==> src/rtl/core/slwa_pkg.sv <==
package slwa_pkg;

   localparam int ID_W              = 12;
   localparam int DATA_W            = 32;
   localparam int SUM_W             = 48;
   localparam int DIV_W             = SUM_W + 1;
   localparam int TALLY_W           = 13;
   localparam int DEF_MAX_INSTANCES = 4096;
   localparam int DEF_FRAC_BITS     = 16;

   localparam logic [TALLY_W-1:0] TALLY_MAX    = 13'd8191;
   localparam logic [DATA_W-1:0]  LAMBDA_RESET = 32'h0001_0000;
   localparam logic [DATA_W-1:0]  WEIGHT_MAX   = 32'h7FFF_FFFF;
   localparam logic [DATA_W-1:0]  WEIGHT_MIN   = 32'h8000_0000;

   localparam logic CMD_FLAG = 1'b0;
   localparam logic CMD_GRAD = 1'b1;

   typedef struct packed {
      logic flag_wr;
      logic flag_rd;
      logic accum;
      logic div_start;
      logic div_right;
      logic take_left;
      logic take_right;
      logic load_out;
   } slwa_cmd_type;

   typedef struct packed {
      logic div_done;
   } slwa_status_type;

endpackage

==> src/rtl/core/slwa_ctrl.sv <==
module slwa_ctrl (
   input  logic                       clock,
   input  logic                       reset,
   input  logic                       req_valid,
   input  logic                       req_cmd,
   input  logic                       req_last,
   output logic                       req_ready,
   output logic                       rsp_valid,
   input  logic                       rsp_ready,
   output slwa_pkg::slwa_cmd_type     cmd,
   input  slwa_pkg::slwa_status_type  status
);
   import slwa_pkg::*;

   typedef enum logic [2:0] {
      S_IDLE,
      S_ACCUM,
      S_DIV_L_GO,
      S_DIV_L,
      S_DIV_R,
      S_EMIT
   } state_type;

   state_type state_ff, state_in;
   logic      last_ff, last_in;
   logic      rsp_valid_ff, rsp_valid_in;

   always_comb begin
      state_in     = state_ff;
      last_in      = last_ff;
      rsp_valid_in = rsp_valid_ff & ~rsp_ready;
      req_ready    = 1'b0;
      cmd          = '0;

      unique case (state_ff)
         S_IDLE: begin
            req_ready = 1'b1;
            if (req_valid) begin
               if (req_cmd == CMD_FLAG) begin
                  cmd.flag_wr = 1'b1;
               end else begin
                  cmd.flag_rd = 1'b1;
                  last_in     = req_last;
                  state_in    = S_ACCUM;
               end
            end
         end
         S_ACCUM: begin
            cmd.accum = 1'b1;
            state_in  = last_ff ? S_DIV_L_GO : S_IDLE;
         end
         S_DIV_L_GO: begin
            cmd.div_start = 1'b1;
            state_in      = S_DIV_L;
         end
         S_DIV_L: begin
            if (status.div_done) begin
               cmd.take_left = 1'b1;
               cmd.div_start = 1'b1;
               cmd.div_right = 1'b1;
               state_in      = S_DIV_R;
            end
         end
         S_DIV_R: begin
            if (status.div_done) begin
               cmd.take_right = 1'b1;
               state_in       = S_EMIT;
            end
         end
         S_EMIT: begin
            // Wait until the output register is free or being emptied.
            if (!rsp_valid_ff || rsp_ready) begin
               cmd.load_out = 1'b1;
               rsp_valid_in = 1'b1;
               state_in     = S_IDLE;
            end
         end
         default: begin
            state_in = S_IDLE;
         end
      endcase
   end

   always_ff @(posedge clock) begin
      if (reset) begin
         state_ff     <= S_IDLE;
         last_ff      <= 1'b0;
         rsp_valid_ff <= 1'b0;
      end else begin
         state_ff     <= state_in;
         last_ff      <= last_in;
         rsp_valid_ff <= rsp_valid_in;
      end
   end

   assign rsp_valid = rsp_valid_ff;

endmodule
==> config.mk <==
export PLATFORM = sky130hd
export DESIGN_NAME = slwa_ctrl
export DESIGN_NICKNAME = d
export VERILOG_FILES = /design/src/rtl/core/slwa_pkg.sv /design/src/rtl/core/slwa_ctrl.sv
export SDC_FILE = /design/constraint.sdc
export NUM_CORES = 1
export LEC_CHECK = 0
export BUFFER_PORTS_ARGS = -buffer_cell sky130_fd_sc_hd__buf_2
export CORE_AREA = 2 2 39 41
export CTS_BUF_LIST = sky130_fd_sc_hd__clkbuf_8 sky130_fd_sc_hd__clkbuf_16
export DETAILED_ROUTE_END_ITERATION = 10
export DIE_AREA = 0 0 41 43
export GPL_ROUTABILITY_DRIVEN = 0
export SYNTH_ARGS = -nofsm -noshare
export SYNTH_HDL_FRONTEND = slang
export SYNTH_SLANG_ARGS = --single-unit
export TNS_END_PERCENT = 20
==> constraint.sdc <==
create_clock -name clock -period 2.9 [get_ports clock]
set_input_delay 0.29 -clock clock [delete_from_list [all_inputs] [get_ports clock]]
set_output_delay 0.29 -clock clock [all_outputs]
set_load 0.01 [all_outputs]
==> flow_summary.html <==
<table>
<tr><th>Metric</th><th>Value</th></tr>
<tr><th colspan="2">STA</th></tr>
<tr><td>RSZ-0062 raised after global routing</td><td>no</td></tr>
<tr><td>Final setup skew</td><td>2.30 ps</td></tr>
<tr><td>Worst rel slew slack</td><td>75.1%</td></tr>
<tr><td>Endpoints failing setup</td><td>0</td></tr>
<tr><td>Final Hold Viols</td><td>0</td></tr>
<tr><td>Final critical delay including setup and external delays</td><td>approximately 1600 ps</td></tr>
<tr><td>F_max</td><td>644 MHz</td></tr>
<tr><td>Total negative slack</td><td>0 ps</td></tr>
<tr><td>Max-slew violation count</td><td>0</td></tr>
<tr><td>Worst Tran Pin Value</td><td>373 ps</td></tr>
<tr><td>Share of the clock period used by the worst path after layout</td><td>53.6%</td></tr>
<tr><th colspan="2">Floorplanning</th></tr>
<tr><td>Chip width</td><td>41 um</td></tr>
<tr><td>Initial core utilization</td><td>24.0%</td></tr>
<tr><td>Top-Level Pins</td><td>17</td></tr>
<tr><td>Core Area</td><td>roughly 1400 um2</td></tr>
<tr><td>Number of placement rows</td><td>14</td></tr>
<tr><td>Die outline height</td><td>between 40 and 50 um</td></tr>
<tr><td>Total Die Area</td><td>1760 um2</td></tr>
<tr><th colspan="2">Worst setup path</th></tr>
<tr><td>Worst path required time</td><td>2610 ps</td></tr>
<tr><td>Worst endpoint data arrival time</td><td>~1300 ps</td></tr>
<tr><td>Crit Path Max Fanout</td><td>10</td></tr>
<tr><td>Kind of critical path</td><td>reg -&gt; out</td></tr>
<tr><td>Nature of the critical path startpoint</td><td>register</td></tr>
<tr><td>Max stage delay cell, worst path</td><td>sky130_fd_sc_hd__dfxtp_1</td></tr>
<tr><td>Critical path cell sequence</td><td>nor3_4 &gt; and3_1 &gt; buf_2</td></tr>
<tr><td>Endpoint type of the worst setup path</td><td>primary output</td></tr>
<tr><td>Delay of the slowest cell on the worst path</td><td>a little over 400 ps</td></tr>
<tr><th colspan="2">Clock tree</th></tr>
<tr><td>Root buffer cell</td><td>sky130_fd_sc_hd__clkbuf_8</td></tr>
<tr><td>Number of sinks on the clock net</td><td>5</td></tr>
<tr><td>Clock tree from TritonCTS</td><td>yes</td></tr>
<tr><td>Clk buf depth</td><td>2</td></tr>
<tr><td>Total CTS buffers</td><td>3</td></tr>
<tr><td>Total of hold buffers inserted after clock tree synthesis</td><td>0</td></tr>
<tr><td>Setup repair bufs after CTS</td><td>0</td></tr>
<tr><td>H-tree level count</td><td>1</td></tr>
<tr><td>Clock-pin slew on the worst setup and hold paths</td><td>30 ps</td></tr>
<tr><td>CTS-repair resized insts</td><td>0</td></tr>
<tr><td>Insertion delay to the later sink of the worst-skew pair</td><td>220 ps</td></tr>
<tr><th colspan="2">Placed design</th></tr>
<tr><td>Placement-stage cell area</td><td>408 um2</td></tr>
<tr><td>Final HPWL DP</td><td>508 um</td></tr>
<tr><td>Number of port buffers</td><td>16</td></tr>
<tr><td>Placed cell count</td><td>approximately 70</td></tr>
<tr><th colspan="2">Cells and area</th></tr>
<tr><td>Leading cell type in the layout, fill and taps excluded</td><td>sky130_fd_sc_hd__buf_2</td></tr>
<tr><td>Post-synthesis to final-layout area growth</td><td>36.6%</td></tr>
<tr><td>Fill cell instance count of the final layout</td><td>between 100 and 150</td></tr>
<tr><td>Count of nets after finishing</td><td>64</td></tr>
<tr><td>Final cell area excluding filler cells</td><td>453 um2</td></tr>
<tr><td>Share of layout cells above drive strength 1</td><td>42.9%</td></tr>
<tr><td>Antenna diode instance count</td><td>0</td></tr>
<tr><td>Leading cell types in the layout, fill and taps excluded</td><td>16 x sky130_fd_sc_hd__buf_2, 5 x sky130_fd_sc_hd__dfxtp_1, 4 x sky130_fd_sc_hd__nand2b_1, 4 x sky130_fd_sc_hd__nand2_1, 4 x sky130_fd_sc_hd__a21oi_1</td></tr>
<tr><td>Final Instance Count excl. Fillers</td><td>72</td></tr>
<tr><th colspan="2">Logic synthesis</th></tr>
<tr><td>Synthesis Warnings</td><td>0</td></tr>
<tr><td>Number of distinct library cells after synthesis</td><td>22</td></tr>
<tr><td>Cells after Synth</td><td>39</td></tr>
<tr><td>Synthesized cell area</td><td>332 um2</td></tr>
<tr><td>Nets in the synthesized netlist</td><td>46</td></tr>
<tr><td>FF+latch count, synth</td><td>5</td></tr>
<tr><td>Mean instance size in the synthesized netlist</td><td>8.50 um2</td></tr>
<tr><td>Proportion of synthesized chip area in sequential cells</td><td>a little under a third</td></tr>
<tr><th colspan="2">GRT</th></tr>
<tr><td>Vias in the first global route</td><td>between 200 and 300</td></tr>
<tr><td>All-layer global routing usage</td><td>10.0%</td></tr>
<tr><td>Maximum number of pins on one net before global-route repair</td><td>11</td></tr>
<tr><td>GRT Residual Overflow</td><td>0</td></tr>
<tr><td>Antenna violations before repair</td><td>0</td></tr>
<tr><td>Global-route wire length before repair</td><td>1.08 mm</td></tr>
<tr><th colspan="2">Drt</th></tr>
<tr><td>Vias</td><td>327</td></tr>
<tr><td>Number of DRC markers after the initial detailed-route iteration</td><td>2</td></tr>
<tr><td>Sum of routed wire length over all layers</td><td>695 um</td></tr>
<tr><td>Detailed-route wire length per cell</td><td>between 9 and 10 um</td></tr>
<tr><td>Average via count per standard cell</td><td>4.54</td></tr>
<tr><td>Drt drc</td><td>0</td></tr>
<tr><td>Router iterations before antenna repair</td><td>2</td></tr>
<tr><td>Remaining antenna violation count after routing</td><td>0</td></tr>
<tr><th colspan="2">Power and ir drop</th></tr>
<tr><td>Leakage power of the design</td><td>0.215 nW</td></tr>
<tr><td>PD cells</td><td>between 800 and 900 nW/um2</td></tr>
<tr><td>VDD IR max</td><td>0.340 mV</td></tr>
<tr><th colspan="2">Run</th></tr>
<tr><td>Number of maximum-capacitance constraint violations</td><td>0</td></tr>
<tr><th colspan="2">Run status</th></tr>
<tr><td>Outcome</td><td>complete, no violations</td></tr>
<tr><th colspan="2">Hold path</th></tr>
<tr><td>Classification of the worst-slack hold path</td><td>in -&gt; reg</td></tr>
</table>
## state kept, by name (all words and copies together) (netlist names)
register	count
state_ff	3
rsp_valid	1
last_ff	1
## where the power goes
group,internal [W],switching (W),leakage (nW),total (W)
Clock,0.0000907,0.0000339,0.0269,0.000125
Combinational,0.0000723,0.0000630,0.147,0.000135
Sequential,0.0000830,0.0000339,0.0408,0.000117
Total,0.000246,0.000131,0.215,0.000377
## area by class of cell
| cell class | count | area (um2) | area share [%] |
|---|---|---|---|
| Multi-Input combinational cell | 30 | 204 | 45.0 |
| Sequential cell | 5 | 100 | 22.1 |
| Timing Repair Buffer | 16 | 80.1 | 17.7 |
| Clock buffer | 3 | 41.3 | 9.12 |
| Tap cell | 16 | 20.0 | 4.42 |
| Clock inverter | 1 | 3.75 | 0.829 |
| Inverter | 1 | 3.75 | 0.829 |
## synthesized netlist by cell type
cell type / instances / area (um2)
sky130_fd_sc_hd__mux2i_1: 2 / 20.0
sky130_fd_sc_hd__buf_6: 1 / 11.3
sky130_fd_sc_hd__nor2b_1: 1 / 6.26
sky130_fd_sc_hd__buf_2: 1 / 5.00
sky130_fd_sc_hd__inv_1: 1 / 3.75
sky130_fd_sc_hd__nor3b_1: 1 / 7.51
sky130_fd_sc_hd__dfxtp_1: 5 / 100
sky130_fd_sc_hd__mux2_2: 1 / 11.3
sky130_fd_sc_hd__nor2_1: 3 / 11.3
sky130_fd_sc_hd__a21oi_1: 4 / 20.0
sky130_fd_sc_hd__nor3_1: 2 / 10.0
sky130_fd_sc_hd__buf_4: 1 / 7.51
sky130_fd_sc_hd__a211o_2: 1 / 10.0
sky130_fd_sc_hd__a211oi_1: 1 / 7.51
sky130_fd_sc_hd__nand2b_1: 4 / 25.0
sky130_fd_sc_hd__o21ai_1: 1 / 5.00
sky130_fd_sc_hd__a2bb2oi_2: 1 / 15.0
sky130_fd_sc_hd__nand2_1: 4 / 15.0
sky130_fd_sc_hd__and3_1: 1 / 6.26
sky130_fd_sc_hd__and3b_2: 1 / 10.0
sky130_fd_sc_hd__nand3b_1: 1 / 7.51
sky130_fd_sc_hd__nor3_4: 1 / 16.3
## routing by layer
metal / global-route usage (%) / routed length (um)
met1: 9.65 / 288
met2: 12.5 / 344
met3: 9.42 / 54
met4: 8.00 / 8
met5: 0 / 0
## logic make-up (layout without fill, tap and decap cells)
| family | after synthesis | after routing | synth area share, % |
|---|---|---|---|
| AND/OR/NAND/NOR | 19 | 19 | 34.7 |
| AO/OA/AOI/OAI | 8 | 8 | 17.4 |
| flip-flops | 5 | 5 | 30.2 |
| buffers and inverters | 4 | 21 | 8.30 |
| multiplexers | 3 | 3 | 9.43 |
## stage by stage
step / setup slack (ps) / util, % / total power, W / hold slack, ps
final: 1350 / 32.7 / 0.000377 / 311
after global routing: 1250 / 32.7 / 0.000408 / 313
after CTS: 1340 / 32.7 / 0.000382 / 314
after detailed placement: 1550 / 29.5 / 0.000255 / 486
after global placement: 1590 / 29.5 / 0.000251 / 484
after floorplan: 1590 / - / 0.000228 / 359
## worst paths after layout
path,startpoint,to,slack (ps),cells after the start
setup reg to reg,state_ff[1]$_SDFFE_PP0P_,state_ff[0]$_SDFFE_PP0P_,1550,4
hold reg to reg,last_ff$_SDFFE_PP0P_,last_ff$_SDFFE_PP0P_,480,2
hold / removal,req_last,last_ff$_SDFFE_PP0P_,310,3
setup / recovery,state_ff[0]$_SDFFE_PP0P_,cmd[6],1350,3
## critical path: cells and delay by family, from the launching register on
family,cells,cell delay [ps]
buffers and inverters,1,140
AND/OR/NAND/NOR,2,500
flip-flops,1,410
No activity file was read; power rests on OpenSTA's default activity.
